**src/hw/rtl/glr_pkg.sv**
```systemverilog
// Shared types and constants for the gradient line rasterizer.
`default_nettype none

package glr_pkg;

    localparam int COORD_W    = 12;
    localparam int DELTA_W    = 8;
    localparam int COLOR_W    = 24;
    localparam int CHAN_W     = 8;
    localparam int INDEX_W    = 7;
    localparam int ERR_W      = 9;
    localparam int SPAN_W     = DELTA_W + 1;
    localparam int DIVISOR_W  = 7;
    localparam int DIVIDEND_W = CHAN_W + INDEX_W;
    localparam int CH_W       = 2;

    localparam int DEFAULT_MAX_SPAN   = 64;
    localparam int DEFAULT_COORD_BITS = 12;
    localparam int RESULT_CAP         = 64;

    localparam logic [CH_W-1:0] CH_RED   = 2'd0;
    localparam logic [CH_W-1:0] CH_GREEN = 2'd1;
    localparam logic [CH_W-1:0] CH_BLUE  = 2'd2;

    typedef enum logic [2:0] {
        ST_IDLE,
        ST_PIXEL,
        ST_MUL,
        ST_DIV,
        ST_LOAD
    } state_t;

    typedef enum logic [1:0] {
        MODE_ZERO,
        MODE_HORIZ,
        MODE_VERT,
        MODE_DIAG
    } mode_t;

endpackage

`default_nettype wire

```
**src/hw/rtl/glr_divider.sv**
```systemverilog
// Restoring divider that produces one quotient bit per cycle.
`default_nettype none

module glr_divider
    import glr_pkg::*;
(
    input  wire logic                  clk,
    input  wire logic                  rst_n,
    input  wire logic                  start,
    input  wire logic [DIVIDEND_W-1:0] dividend,
    input  wire logic [DIVISOR_W-1:0]  divisor,
    output logic                       done,
    output logic [DIVIDEND_W-1:0]      quotient
);

    localparam int CNT_W = $clog2(DIVIDEND_W);
    localparam logic [CNT_W-1:0] LAST_STEP = CNT_W'(DIVIDEND_W - 1);

    logic                  busy_reg, busy_next;
    logic                  done_reg, done_next;
    logic [CNT_W-1:0]      cnt_reg, cnt_next;
    logic [DIVISOR_W-1:0]  rem_reg, rem_next;
    logic [DIVIDEND_W-1:0] quot_reg, quot_next;
    logic [DIVISOR_W-1:0]  dvs_reg, dvs_next;
    logic [DIVISOR_W:0]    trial;

    always_comb
    begin
        busy_next = busy_reg;
        done_next = 1'b0;
        cnt_next  = cnt_reg;
        rem_next  = rem_reg;
        quot_next = quot_reg;
        dvs_next  = dvs_reg;
        trial     = {rem_reg, quot_reg[DIVIDEND_W-1]};
        if (start)
        begin
            busy_next = 1'b1;
            cnt_next  = '0;
            rem_next  = '0;
            quot_next = dividend;
            dvs_next  = divisor;
        end
        else if (busy_reg)
        begin
            // shift in one dividend bit, subtract when it fits
            if (trial >= {1'b0, dvs_reg})
            begin
                rem_next  = DIVISOR_W'(trial - {1'b0, dvs_reg});
                quot_next = {quot_reg[DIVIDEND_W-2:0], 1'b1};
            end
            else
            begin
                rem_next  = trial[DIVISOR_W-1:0];
                quot_next = {quot_reg[DIVIDEND_W-2:0], 1'b0};
            end
            cnt_next = cnt_reg + 1'b1;
            if (cnt_reg == LAST_STEP)
            begin
                busy_next = 1'b0;
                done_next = 1'b1;
            end
        end
    end

    always_ff @(posedge clk or negedge rst_n)
    begin
        if (!rst_n)
        begin
            busy_reg <= 1'b0;
            done_reg <= 1'b0;
            cnt_reg  <= '0;
        end
        else
        begin
            busy_reg <= busy_next;
            done_reg <= done_next;
            cnt_reg  <= cnt_next;
        end
    end

    always_ff @(posedge clk)
    begin
        rem_reg  <= rem_next;
        quot_reg <= quot_next;
        dvs_reg  <= dvs_next;
    end

    assign done     = done_reg;
    assign quotient = quot_reg;

endmodule

`default_nettype wire

```
**src/hw/rtl/gradient_line_rasterizer.sv**
```systemverilog
// Top level of the gradient line rasterizer: line walker, sequencer and output register.
//
// Usage: one word on the input channel (in_valid / in_stall) is one line command:
// start point, signed delta and start and end colour. The block emits the line's
// pixels in drawing order on the output channel (out_valid / out_stall), one word
// per pixel with its coordinates and colour; last marks the final pixel of the line.
// A command whose |dx|+|dy| exceeds MAX_SPAN gives a single word with span_error
// and last set and zero pixel fields. The end point itself is not drawn, unless the
// line has zero length: then its start point is the single pixel. Throughput: one
// command at a time; in_stall is high from acceptance until the last word has been
// loaded into the output register. For each pixel the sequencer steps the walker,
// then the three colour channels go one after another through a single shared
// restoring divider, each started with the channel product, and then the output
// register is loaded. A stalled output word holds; the sequencer computes the next
// pixel meanwhile and waits in its load step until the word is taken. The next
// command may be accepted while the final word still waits in the output register.
// Reset (rst_n, asynchronous, active low) empties the output register and returns
// the sequencer to idle.
`default_nettype none

module gradient_line_rasterizer
    import glr_pkg::*;
#(
    parameter int MAX_SPAN   = DEFAULT_MAX_SPAN,
    parameter int COORD_BITS = DEFAULT_COORD_BITS
)
(
    input  wire logic                      clk,
    input  wire logic                      rst_n,
    input  wire logic                      in_valid,
    output logic                           in_stall,
    input  wire logic [COORD_W-1:0]        start_x,
    input  wire logic [COORD_W-1:0]        start_y,
    input  wire logic signed [DELTA_W-1:0] delta_x,
    input  wire logic signed [DELTA_W-1:0] delta_y,
    input  wire logic [COLOR_W-1:0]        color_start,
    input  wire logic [COLOR_W-1:0]        color_end,
    output logic                           out_valid,
    input  wire logic                      out_stall,
    output logic [COORD_W-1:0]             pixel_x,
    output logic [COORD_W-1:0]             pixel_y,
    output logic [COLOR_W-1:0]             pixel_color,
    output logic                           last,
    output logic                           span_error
);

    // positions wrap at the narrower of the coordinate space and the port width
    localparam logic [COORD_W-1:0] COORD_MASK = (COORD_BITS >= COORD_W) ? {COORD_W{1'b1}}
                                                : COORD_W'((1 << COORD_BITS) - 1);
    localparam logic [SPAN_W-1:0]  SPAN_LIMIT = SPAN_W'(MAX_SPAN);
    localparam logic [INDEX_W-1:0] CAP_INDEX  = INDEX_W'(RESULT_CAP - 1);

    state_t state_reg, state_next;

    // line walker
    mode_t                    mode_reg, mode_next;
    logic                     inner_reg, inner_next;
    logic [COORD_W-1:0]       x_reg, x_next;
    logic [COORD_W-1:0]       y_reg, y_next;
    logic signed [ERR_W-1:0]  err_reg, err_next;
    logic [INDEX_W-1:0]       i_reg, i_next;
    logic [INDEX_W-1:0]       k_reg, k_next;
    logic [DIVISOR_W-1:0]     n_reg, n_next;
    logic [DELTA_W-1:0]       adx_reg, adx_next;
    logic [DELTA_W-1:0]       ady_reg, ady_next;
    logic                     sx_neg_reg, sx_neg_next;
    logic                     sy_neg_reg, sy_neg_next;
    logic [COLOR_W-1:0]       c1_reg, c1_next;
    logic [COLOR_W-1:0]       c2_reg, c2_next;
    logic [CH_W-1:0]          ch_reg, ch_next;

    // staged pixel, waiting for the output register
    logic [COORD_W-1:0]       stg_x_reg, stg_x_next;
    logic [COORD_W-1:0]       stg_y_reg, stg_y_next;
    logic [INDEX_W-1:0]       stg_k_reg, stg_k_next;
    logic [COLOR_W-1:0]       stg_color_reg, stg_color_next;
    logic                     stg_last_reg, stg_last_next;
    logic                     stg_err_reg, stg_err_next;

    // output register
    logic                     out_valid_reg, out_valid_next;
    logic [COORD_W-1:0]       out_x_reg, out_x_next;
    logic [COORD_W-1:0]       out_y_reg, out_y_next;
    logic [COLOR_W-1:0]       out_color_reg, out_color_next;
    logic                     out_last_reg, out_last_next;
    logic                     out_err_reg, out_err_next;

    logic                     in_accept;
    logic                     slot_free;
    logic                     div_start;
    logic                     div_done;
    logic [DIVIDEND_W-1:0]    div_quot;
    logic [DIVIDEND_W-1:0]    product;

    logic [DELTA_W-1:0]       adx_in, ady_in;
    logic [SPAN_W-1:0]        span_in;
    logic [INDEX_W-1:0]       half_in;

    logic [CHAN_W-1:0]        chan_a, chan_b, chan_mag, chan_res;
    logic signed [ERR_W-1:0]  err_up, err_down;
    logic                     outer_done;

    assign in_accept = in_valid && !in_stall;
    assign slot_free = !out_valid_reg || !out_stall;

    // magnitude of the deltas; -128 maps to 128, which the span check rejects
    assign adx_in  = delta_x[DELTA_W-1] ? DELTA_W'(~delta_x + 1'b1) : DELTA_W'(delta_x);
    assign ady_in  = delta_y[DELTA_W-1] ? DELTA_W'(~delta_y + 1'b1) : DELTA_W'(delta_y);
    assign span_in = {1'b0, adx_in} + {1'b0, ady_in};
    assign half_in = INDEX_W'(({1'b0, adx_in} + 1'b1) >> 1);

    // channel select for the shared divider
    always_comb
    begin
        case (ch_reg)
            CH_RED:
            begin
                chan_a = c1_reg[23:16];
                chan_b = c2_reg[23:16];
            end
            CH_GREEN:
            begin
                chan_a = c1_reg[15:8];
                chan_b = c2_reg[15:8];
            end
            default:
            begin
                chan_a = c1_reg[7:0];
                chan_b = c2_reg[7:0];
            end
        endcase
    end

    assign chan_mag = (chan_b < chan_a) ? (chan_a - chan_b) : (chan_b - chan_a);
    assign chan_res = (chan_b < chan_a) ? (chan_a - div_quot[CHAN_W-1:0])
                                        : (chan_a + div_quot[CHAN_W-1:0]);
    assign product  = DIVIDEND_W'({{INDEX_W{1'b0}}, chan_mag} * {{CHAN_W{1'b0}}, stg_k_reg});

    assign err_up     = err_reg + $signed({1'b0, ady_reg});
    assign err_down   = err_reg - $signed({1'b0, adx_reg});
    assign outer_done = ({1'b0, i_reg} + 1'b1) == adx_reg;

    glr_divider u_divider (
        .clk      (clk),
        .rst_n    (rst_n),
        .start    (div_start),
        .dividend (product),
        .divisor  (n_reg),
        .done     (div_done),
        .quotient (div_quot)
    );

    // next state
    always_comb
    begin
        state_next = state_reg;
        unique case (state_reg)
            ST_IDLE:
            begin
                if (in_accept)
                begin
                    state_next = (span_in > SPAN_LIMIT) ? ST_LOAD : ST_PIXEL;
                end
            end
            ST_PIXEL:
            begin
                state_next = ST_MUL;
            end
            ST_MUL:
            begin
                state_next = ST_DIV;
            end
            ST_DIV:
            begin
                if (div_done)
                begin
                    state_next = (ch_reg == CH_BLUE) ? ST_LOAD : ST_MUL;
                end
            end
            ST_LOAD:
            begin
                if (slot_free)
                begin
                    state_next = stg_last_reg ? ST_IDLE : ST_PIXEL;
                end
            end
            default:
            begin
                state_next = ST_IDLE;
            end
        endcase
    end

    // sequencer outputs
    always_comb
    begin
        in_stall  = 1'b1;
        div_start = 1'b0;
        unique case (state_reg)
            ST_IDLE:  in_stall  = 1'b0;
            ST_MUL:   div_start = 1'b1;
            ST_PIXEL, ST_DIV, ST_LOAD:
            begin
                in_stall  = 1'b1;
            end
            default:
            begin
                in_stall  = 1'b1;
            end
        endcase
    end

    // datapath
    always_comb
    begin
        mode_next      = mode_reg;
        inner_next     = inner_reg;
        x_next         = x_reg;
        y_next         = y_reg;
        err_next       = err_reg;
        i_next         = i_reg;
        k_next         = k_reg;
        n_next         = n_reg;
        adx_next       = adx_reg;
        ady_next       = ady_reg;
        sx_neg_next    = sx_neg_reg;
        sy_neg_next    = sy_neg_reg;
        c1_next        = c1_reg;
        c2_next        = c2_reg;
        ch_next        = ch_reg;
        stg_x_next     = stg_x_reg;
        stg_y_next     = stg_y_reg;
        stg_k_next     = stg_k_reg;
        stg_color_next = stg_color_reg;
        stg_last_next  = stg_last_reg;
        stg_err_next   = stg_err_reg;
        out_valid_next = out_valid_reg && out_stall;
        out_x_next     = out_x_reg;
        out_y_next     = out_y_reg;
        out_color_next = out_color_reg;
        out_last_next  = out_last_reg;
        out_err_next   = out_err_reg;

        unique case (state_reg)
            ST_IDLE:
            begin
                if (in_accept)
                begin
                    x_next      = start_x;
                    y_next      = start_y;
                    adx_next    = adx_in;
                    ady_next    = ady_in;
                    sx_neg_next = delta_x[DELTA_W-1];
                    sy_neg_next = delta_y[DELTA_W-1];
                    c1_next     = color_start;
                    c2_next     = color_end;
                    inner_next  = 1'b0;
                    i_next      = '0;
                    k_next      = '0;
                    err_next    = '0;
                    if (adx_in == '0 && ady_in == '0)
                    begin
                        mode_next = MODE_ZERO;
                        n_next    = DIVISOR_W'(1);
                    end
                    else if (ady_in == '0)
                    begin
                        mode_next = MODE_HORIZ;
                        n_next    = DIVISOR_W'(adx_in);
                    end
                    else if (adx_in == '0)
                    begin
                        mode_next = MODE_VERT;
                        n_next    = DIVISOR_W'(ady_in);
                    end
                    else
                    begin
                        mode_next = MODE_DIAG;
                        n_next    = DIVISOR_W'(span_in);
                        // floor(-adx / 2)
                        err_next  = -$signed({2'b00, half_in});
                    end
                    // rejected line: stage the error word directly
                    stg_x_next     = '0;
                    stg_y_next     = '0;
                    stg_color_next = '0;
                    stg_last_next  = 1'b1;
                    stg_err_next   = 1'b1;
                end
            end
            ST_PIXEL:
            begin
                // capture this pixel, then advance the walker to the next one
                stg_x_next   = x_reg;
                stg_y_next   = y_reg;
                stg_k_next   = k_reg;
                stg_err_next = 1'b0;
                ch_next      = CH_RED;
                k_next       = k_reg + 1'b1;
                case (mode_reg)
                    MODE_ZERO:
                    begin
                        stg_last_next = 1'b1;
                    end
                    MODE_HORIZ:
                    begin
                        x_next        = sx_neg_reg ? x_reg - 1'b1 : x_reg + 1'b1;
                        stg_last_next = (k_reg + 1'b1) == n_reg;
                    end
                    MODE_VERT:
                    begin
                        y_next        = sy_neg_reg ? y_reg - 1'b1 : y_reg + 1'b1;
                        stg_last_next = (k_reg + 1'b1) == n_reg;
                    end
                    default:
                    begin
                        if (inner_reg)
                        begin
                            err_next = err_down;
                            y_next   = sy_neg_reg ? y_reg - 1'b1 : y_reg + 1'b1;
                        end
                        else
                        begin
                            err_next = err_up;
                        end
                        if ((inner_reg ? err_down : err_up) > 0)
                        begin
                            inner_next    = 1'b1;
                            stg_last_next = 1'b0;
                        end
                        else
                        begin
                            inner_next    = 1'b0;
                            x_next        = sx_neg_reg ? x_reg - 1'b1 : x_reg + 1'b1;
                            i_next        = i_reg + 1'b1;
                            stg_last_next = outer_done;
                        end
                    end
                endcase
                // hard cap on pixels per line
                if (k_reg == CAP_INDEX)
                begin
                    stg_last_next = 1'b1;
                end
            end
            ST_MUL:
            begin
                // divider latches the channel product this cycle
            end
            ST_DIV:
            begin
                if (div_done)
                begin
                    case (ch_reg)
                        CH_RED:   stg_color_next[23:16] = chan_res;
                        CH_GREEN: stg_color_next[15:8]  = chan_res;
                        default:  stg_color_next[7:0]   = chan_res;
                    endcase
                    ch_next = ch_reg + 1'b1;
                end
            end
            ST_LOAD:
            begin
                if (slot_free)
                begin
                    out_valid_next = 1'b1;
                    out_x_next     = stg_x_reg & COORD_MASK;
                    out_y_next     = stg_y_reg & COORD_MASK;
                    out_color_next = stg_color_reg;
                    out_last_next  = stg_last_reg;
                    out_err_next   = stg_err_reg;
                end
            end
            default:
            begin
            end
        endcase
    end

    always_ff @(posedge clk or negedge rst_n)
    begin
        if (!rst_n)
        begin
            state_reg     <= ST_IDLE;
            out_valid_reg <= 1'b0;
        end
        else
        begin
            state_reg     <= state_next;
            out_valid_reg <= out_valid_next;
        end
    end

    always_ff @(posedge clk)
    begin
        mode_reg      <= mode_next;
        inner_reg     <= inner_next;
        x_reg         <= x_next;
        y_reg         <= y_next;
        err_reg       <= err_next;
        i_reg         <= i_next;
        k_reg         <= k_next;
        n_reg         <= n_next;
        adx_reg       <= adx_next;
        ady_reg       <= ady_next;
        sx_neg_reg    <= sx_neg_next;
        sy_neg_reg    <= sy_neg_next;
        c1_reg        <= c1_next;
        c2_reg        <= c2_next;
        ch_reg        <= ch_next;
        stg_x_reg     <= stg_x_next;
        stg_y_reg     <= stg_y_next;
        stg_k_reg     <= stg_k_next;
        stg_color_reg <= stg_color_next;
        stg_last_reg  <= stg_last_next;
        stg_err_reg   <= stg_err_next;
        out_x_reg     <= out_x_next;
        out_y_reg     <= out_y_next;
        out_color_reg <= out_color_next;
        out_last_reg  <= out_last_next;
        out_err_reg   <= out_err_next;
    end

    assign out_valid   = out_valid_reg;
    assign pixel_x     = out_x_reg;
    assign pixel_y     = out_y_reg;
    assign pixel_color = out_color_reg;
    assign last        = out_last_reg;
    assign span_error  = out_err_reg;

endmodule

`default_nettype wire

```
**config.mk**
```make
export PLATFORM = sky130hd
export DESIGN_NAME = gradient_line_rasterizer
export DESIGN_NICKNAME = d
export VERILOG_FILES = /design/src/hw/rtl/glr_pkg.sv /design/src/hw/rtl/glr_divider.sv /design/src/hw/rtl/gradient_line_rasterizer.sv
export SDC_FILE = /design/constraint.sdc
export NUM_CORES = 1
export LEC_CHECK = 0
export ABC_AREA = 1
export BUFFER_PORTS_ARGS = -buffer_cell sky130_fd_sc_hd__buf_2
export CAP_MARGIN = 0
export CELL_PAD_IN_SITES_DETAIL_PLACEMENT = 0
export CELL_PAD_IN_SITES_GLOBAL_PLACEMENT = 1
export CORE_ASPECT_RATIO = 1.4
export CORE_UTILIZATION = 50
export CTS_BUF_LIST = sky130_fd_sc_hd__clkbuf_4
export DETAILED_ROUTE_END_ITERATION = 16
export PLACE_DENSITY = 0.83
export RECOVER_POWER = 50
export SYNTH_ARGS = -nofsm -noshare
export SYNTH_HDL_FRONTEND = slang
export SYNTH_SLANG_ARGS = --single-unit
export TNS_END_PERCENT = 20
```
**constraint.sdc**
```tcl
create_clock -name clk -period 10.55 [get_ports clk]
set_input_delay 2.11 -clock clk [delete_from_list [all_inputs] [get_ports clk]]
set_output_delay 2.11 -clock clk [all_outputs]
set_load 0.05 [all_outputs]
```
==> summary.md, run 1 <==
| Metric | Value |
|---|---|
| Status | finished with violations |
| Violated checks | capacitance limit, slew limit |
| DP Area | 16,750 um2 |
| Post-CTS Setup Bufs | 0 |
| Main combinational cell family by area after synthesis | adder cells |
| Slowest stage delay, CP | 720 ps |
| Largest cells by area after synthesis | edfxtp_1, ha_1, nand2_1 |
| Syn_area_per_cell | 10.22 um2 |
| Reg2reg setup slack | 2350 ps |
| Final Max Slew Viols | 192 |
| Area leader, netlist | edfxtp_1 |
| PortBufs | 143 |
| Area grow syn2layout | 12.83% |
| Total Neg Setup Slack | 0 ps |
| H-tree lvl count | 3 |
| I/O Pins | 144 |
| Sink Count | 271 |
| RR Startpoint | ch_reg[0] |
| Fill count | 2,757 |
| Mapped Nets | 1,764 |
| Tot Pwr | 2.147 mW |
| DRC viols | 0 |
| Fin. Hold Viols | 0 |
| Gpl congestion | 0.9553 |
| Drt total wl | 35,850 um |
| Start point of the critical path | ch_reg[0] |
| First-pass GRT wire length | 56,810 um |
| WS Path Type | flop to flop |
| Die width | 151.1 um |
| Vias after detailed routing | 11,190 |
| Initial antenna violation count | 2 |
| Die area | 31,860 um2 |
| Hold Path Sink | pixel_color[20] |
| Max_slew headroom | -0.9748 |
| Initial core utilization | 0.5069 |
| Worst-Skew Late Latency | 720 ps |
| Top_reg_cell synth | edfxtp_1 |
| Adder-Cell Fraction of Synth Area | 0.1358 |
| Asr flop ratio synth | 0.03690 |
| Cells after Synth | 1,524 |
| Crit path launch type | flop |
| Largest net degree at the start of global routing | 69 |
| Number of buffers created by CTS | 70 |
| Critical path's slowest cell | ha_1 |
| Yosys reg bits | 271 |
| Multi-input logic area | 6604 um2 |
| Worst Path Arrival | 8640 ps |
| Clk root buf | clkbuf_4 |
| Synth Area in Compound Gates | 0.1003 |
| Synth Cell Area | 15,570 um2 |
| Worst-Margin Slew | 2962 ps |
| Detailed Route Iter0 Violations | 460 |
| Post-detailed-route count of antenna-violating nets | 0 |
| Worst r2r path cells | 34 |
| Clock Path Buffers | 3 |
| Simple-Gate Fraction of Synth Area | 0.1348 |
| Max FO, Critical Path | 19 |
| EDFF count, synth | 254 |
| Clk slew on worst S/H paths | 60 ps |
| 1st-pass router iterations | 5 |
| Max-cap viol count | 4 |
| Netlist cell types | 55 |
| Hold Crit Start | stg_color_reg[20] |
| CTS resizes | 0 |
| Fin crit share | 0.7772 |
| Post-Synth XOR/XNOR Area | 0.05063 |
| Critical Path End Type | flop |
| Grt ovf | 0 |
| RSZ-0062 raised after global routing | false |
| Worst hold path stage count | 0 |
| Synth top area share | 0.4899 |
| TritonCTS clock tree | yes |
| # nets final | 1,963 |
| Sequential standard cell area | 8018 um2 |
| Final number of setup-violating endpoints | 0 |
| Crit Reg-Reg Endpoint | u_divider.quotient[14] |
| Min-delay worst type | flop to flop |
| Hold buffers post-CTS | 0 |
| PwrDens | 122.2 nW/um2 |
| Share of post-route cells with drive strength above 1 | 0.1597 |
| Lkg Pwr | 7.616 nW |
| Design area | 17,570 um2 |
| DIE HEIGHT | 210.8 um |
| Cell mode on critical path | inv_1 |
| Core area | 30,710 um2 |
| WL per Instance | 16.57 um |
| HPWL after DPL | 27,060 um |
| Std cell rows | 76 |
| Synth Warn # | 0 |
| Data required time at the worst endpoint | 10,990 ps |
| Post-synthesis sequential area ratio | 0.5150 |
| Tmin final | 8200 ps |
| Gr usage total | 0.2350 |
| Peak supply drop | 0.07030 mV |
| Post-synthesis mux area share | 0.001286 |
| Vias per cell | 5.170 |
| Max Freq | 122.0 MHz |
| Final worst clock skew | 25.28 ps |
| Vias in the first global route | 11,620 |
==> cell type report <==
type,instances,area share
Clock inverter,15,0.003561
Timing Repair Buffer,150,0.04202
Antenna cell,2,0.0002849
Multi-Input combinational cell,1002,0.3759
Inverter,228,0.04872
Clock buffer,106,0.04530
Sequential cell,271,0.4564
Tap cell,390,0.02778
==> metrics by stage <==
step / worst slack, ps / hold WS, ps / utilization / cells
after floorplan: 3508 / 400.3 / - / 1524
final: 2350 / 411.9 / 0.5719 / 2164
after detailed placement: 2408 / 404.5 / 0.5453 / 2041
after global placement: 2569 / 400.8 / 0.5453 / 2041
after global routing: 1843 / 415.6 / 0.5719 / 2164
after CTS: 2376 / 409.7 / 0.5733 / 2162
==> where the power goes <==
part           internal [mW]         switching [mW]  total, mW
clock network          0.457                  0.417      0.874
registers               1.17  0.0000000000000000212       1.17
logic                 0.0432                 0.0610      0.104
==> layer usage <==
metal  GRT usage  up-vias  wire length (um)
met3     0.04082       81              1454
met1      0.2342     5240             13000
met5           0        -                 0
li1            -     5609                 -
met2      0.4503      257             19870
met4      0.1279        0              1521
==> critical path: cells and delay by family, from the launching register on <==
| family | cells | cell delay, ps |
|---|---|---|
| multiplexers | 1 | 220 |
| XOR/XNOR | 1 | 570 |
| buffers and inverters | 6 | 430 |
| adder cells (fa/ha/maj) | 8 | 3730 |
| AND/OR/NAND/NOR | 10 | 1130 |
| AO/OA/AOI/OAI | 8 | 1430 |
| flip-flops | 1 | 410 |
==> synth_stat cells, types with 5 or more instances <==
| library cell | count |
|---|---|
| xor2_1 | 57 |
| o31ai_1 | 6 |
| nor2_1 | 165 |
| dfxtp_1 | 7 |
| dfrtp_1 | 10 |
| xnor2_1 | 28 |
| a31oi_1 | 6 |
| nand4_1 | 12 |
| nand2_1 | 235 |
| o21ai_0 | 96 |
| a22o_1 | 12 |
| inv_1 | 224 |
| o22ai_1 | 14 |
| o221ai_1 | 5 |
| nand3_1 | 39 |
| clkbuf_1 | 18 |
| or2_2 | 7 |
| a21oi_1 | 89 |
| o21ai_1 | 5 |
| fa_1 | 35 |
| o211ai_1 | 5 |
| o21bai_1 | 11 |
| nor3_1 | 16 |
| ha_1 | 113 |
| edfxtp_1 | 254 |
==> layout by cell type (no fill, tap or decap), types with 4 or more instances in the layout <==
cell type	instances
clkbuf_1	12
nand3_1	39
nand4_1	12
dfxtp_1	7
xnor2_1	28
o22ai_1	14
nor2_1	163
nand3b_1	4
o211ai_1	5
clkinv_1	11
inv_1	225
xor2_1	57
o31ai_1	6
nand3_2	4
fa_1	35
a31oi_1	6
a22o_1	12
o21ai_1	5
nand2_2	4
a21o_1	4
clkbuf_4	106
buf_2	137
o21bai_1	11
edfxtp_1	254
o21ai_0	96
or2_2	7
dfrtp_1	10
a21oi_1	88
ha_1	113
nand2_1	235
inv_2	4
nor3_1	16
o221ai_1	5
==> kinds of logic after synthesis <==
family	after synthesis
AOI/OAI and AO/OA	268
xor gates and xnor gates	87
adders and majority gates	148
buffers and inverters	251
DFF	271
muxes	2
and+or+nand+nor	497
==> worst max-delay path by stage <==
stage                                         to  slack (ps)  depth (start not counted)
after detailed placement  u_divider.quotient[14]        2410                         34
after floorplan           u_divider.quotient[14]        3510                         34
after global routing      u_divider.quotient[14]        1840                         33
after global placement    u_divider.quotient[14]        2570                         34
final                     u_divider.quotient[14]        2350                         34
after CTS                 u_divider.quotient[14]        2380                         34
Power figures use the tool's default switching activity.
==> run 2: changes to the inputs <==
ABC_AREA = 0   (was 1)
CORE_UTILIZATION = 45   (was 50)
PLACE_DENSITY = 0.78   (was 0.83)
clock period = 7.3 ns   (was 10.55 ns; I/O delays follow)
==> run 2 against run 1 <==
The run still ends with capacitance limit, slew limit left. Count of clock-buffer cells in the layout fell by 14. Sequential cell count did not move. Power rose to 2.9 times the previous value. Via count rose by 2.0%. Largest cell class unchanged.
==> summary.md, run 2 <==
| Metric | Value |
|---|---|
| Number of buffers created by CTS | 67 |
| 1st-pass router iterations | 5 |
| Hold Path Sink | pixel_color[22] |
| I/O Pins | 144 |
| Critical Path End Type | flop |
| Syn_area_per_cell | 11.41 um2 |
| Hold buffers post-CTS | 0 |
| Worst-Margin Slew | 3316 ps |
| Start point of the critical path | ch_reg[0] |
| Vias after detailed routing | 11,410 |
| DRC viols | 0 |
| Std cell rows | 81 |
| Reg2reg setup slack | 330 ps |
| Peak supply drop | 0.2483 mV |
| Initial core utilization | 0.4555 |
| Grt ovf | 0 |
| PwrDens | 338.9 nW/um2 |
| Die width | 160.8 um |
| Post-synthesis sequential area ratio | 0.5049 |
| Crit path launch type | flop |
| P_int | 3.918 mW |
| Logic pwr share | 0.468 |
| H-tree lvl count | 3 |
| Sw frac | 0.3729 |
| HPWL after DPL | 27,620 um |
| Most common cell after layout, fill and taps aside | edfxtp_1 |
| Worst Hold Margin | 379.4 ps |
| Vias in the first global route | 11,700 |
| Crit Reg-Reg Endpoint | u_divider.quotient[13] |
| Non-filler cells, final | 2,130 |
| Synth Cell Area | 15,880 um2 |
| DIE HEIGHT | 224.3 um |
| Worst r2r path cells | 29 |
| Sink Count | 271 |
| Lkg Pwr | 7.634 nW |
| Worst-Skew Late Latency | 740 ps |
| Bufs and invs on worst path | 7 |
| Post-layout util | 0.5288 |
| Max FO, Critical Path | 13 |
| Largest cells by area after synthesis | edfxtp_1, ha_1, fa_1 |
| Synth Warn # | 0 |
| Dpl ws | 69.67 ps |
| Share of post-route cells with drive strength above 1 | 0.1907 |
| Final Max Slew Viols | 158 |
| RR Startpoint | ch_reg[0] |
| Most frequent cells after synthesis | edfxtp_1, inv_1, nand2_1 |
| Core area | 34,860 um2 |
| Status | finished with violations |
| Detailed Route Iter0 Violations | 592 |
| Family with the most delay on the worst path | adder cells |
| Most frequent cells in the layout | edfxtp_1, buf_2, inv_1 |
| Hold Crit Start | stg_color_reg[22] |
| Worst Path Arrival | 7420 ps |
| Synth top area share | 0.4803 |
| Max-cap viol count | 3 |
| Multi-input logic area | 7393 um2 |
| Design area | 18,440 um2 |
| Tmin final | 6967 ps |
| Area leader, netlist | edfxtp_1 |
| Sequential standard cell area | 8018 um2 |
| Gr usage total | 0.2114 |
| Seq pwr share | 0.323 |
| DP Area | 17,490 um2 |
| Yosys reg bits | 271 |
| First-pass GRT wire length | 58,950 um |
| Fin crit share | 0.9543 |
| Data required time at the worst endpoint | 7750 ps |
| Die area | 36,050 um2 |
| Area grow syn2layout | 16.10% |
| Mapped Nets | 1,632 |
| Clk pwr share | 0.208 |
| Most frequent cell after synthesis | edfxtp_1 |
| WS Path Type | flop to flop |
| Largest net degree at the start of global routing | 78 |
| # nets final | 1,867 |
| Vias per cell | 5.358 |
| PortBufs | 143 |
| Max Freq | 143.5 MHz |
| Setup WS post-layout | 333.4 ps |
| Net Sw Power | 2.330 mW |
| Final number of setup-violating endpoints | 0 |
| Initial antenna violation count | 2 |
| Min-delay worst type | flop to flop |
| Worst hold path stage count | 0 |
| Fin. Hold Viols | 0 |
| Fill count | 3,178 |
| Cells after Synth | 1,392 |
| Gpl congestion | 0.9239 |
| Top_reg_cell synth | edfxtp_1 |
| Critical path's slowest cell | fa_1 |
| TritonCTS clock tree | yes |
| Max_slew headroom | -1.211 |
| Post-detailed-route count of antenna-violating nets | 0 |
| Violated checks | capacitance limit, slew limit |
| Drt total wl | 36,980 um |
| WL per Instance | 17.36 um |
| Clock Path Buffers | 3 |
| Asr flop ratio synth | 0.03690 |
| Clk root buf | clkbuf_4 |
| Netlist cell types | 83 |
| Placed Instances | 2,011 |
| EDFF count, synth | 254 |
| Clk slew on worst S/H paths | 70 ps |
| Final worst clock skew | 58.64 ps |
| Slowest stage delay, CP | 530 ps |
==> run 2: cell count changes in the layout (fill, tap and decap cells not counted), sizes merged, moves of 19 or more <==
cell	delta
buf	+37
and2	+55
o21ai	-27
nand2	-125
nor2	-94
a21oi	-36
inv	-109
xnor2	+27
nand2b	+32
or3	+19
==> run 2: layout make-up <==
cell class,count,share of cell area
sequential,271,0.4349
antenna,1,0.0001357
tap,456,0.03095
timing repair buffer,202,0.06197
clock inverter,23,0.009230
multi-input combinational,966,0.4010
inverter,119,0.02430
clock buffer,92,0.03746
==> run 2: worst max-delay path by stage <==
stage,cells past startpoint,endpoint
2_1_floorplan,31,u_divider.quotient[14]
6_report,29,u_divider.quotient[13]
5_1_grt,31,u_divider.quotient[14]
3_3_place_gp,30,u_divider.quotient[14]
3_5_place_dp,30,u_divider.quotient[14]
4_1_cts,30,u_divider.quotient[14]
==> run 2: logic make-up after synthesis <==
kind of cell,synth area share
compound gates,0.1187
simple gates,0.1343
xor+xnor,0.05673
mux,0.01434
fa+ha+maj,0.1338
buf+inv,0.03719
flops,0.5049
==> run 2: routing by layer <==
| metal | vias to the layer above | global-route usage | share of wire |
|---|---|---|---|
| met3 | 100 | 0.03651 | 0.048 |
| li1 | 5528 | - | - |
| met2 | 323 | 0.3819 | 0.52 |
| met4 | 0 | 0.1156 | 0.042 |
| met1 | 5461 | 0.2352 | 0.39 |
| met5 | - | 0 | 0 |
==> run 2: timing repair <==
item                       4_1_cts  5_1_grt
resized for setup                2       20
pin swaps                        0        9
setup buffers                    0        3
setup endpoints to repair        2        7
==> run 2: through the flow <==
step	power, mW	TNS (ps)
2_1_floorplan	4.128	0
3_3_place_gp	4.877	0
3_5_place_dp	4.906	0
4_1_cts	6.283	0
5_1_grt	6.779	-54.86
6_report	6.248	0
==> run 2: worst reg2reg max path: cells and delay by family, from the launching register on <==
kind,cells,cell delay (ps)
AOI/OAI and AO/OA,9,1710
xor gates and xnor gates,2,310
adders and majority gates,7,2850
buffers and inverters,7,640
DFF,1,410
muxes,1,340
and+or+nand+nor,3,420
==> run 2: power by group through the flow <==
stage          combinational [mW]  clock (mW)  sequential [mW]
4_1_cts                      2.91        1.35             2.02
6_report                     2.92        1.30             2.02
3_5_place_dp                 2.85           0             2.05
3_3_place_gp                 2.83           0             2.05
2_1_floorplan                2.11           0             2.02
5_1_grt                      3.33        1.42             2.03
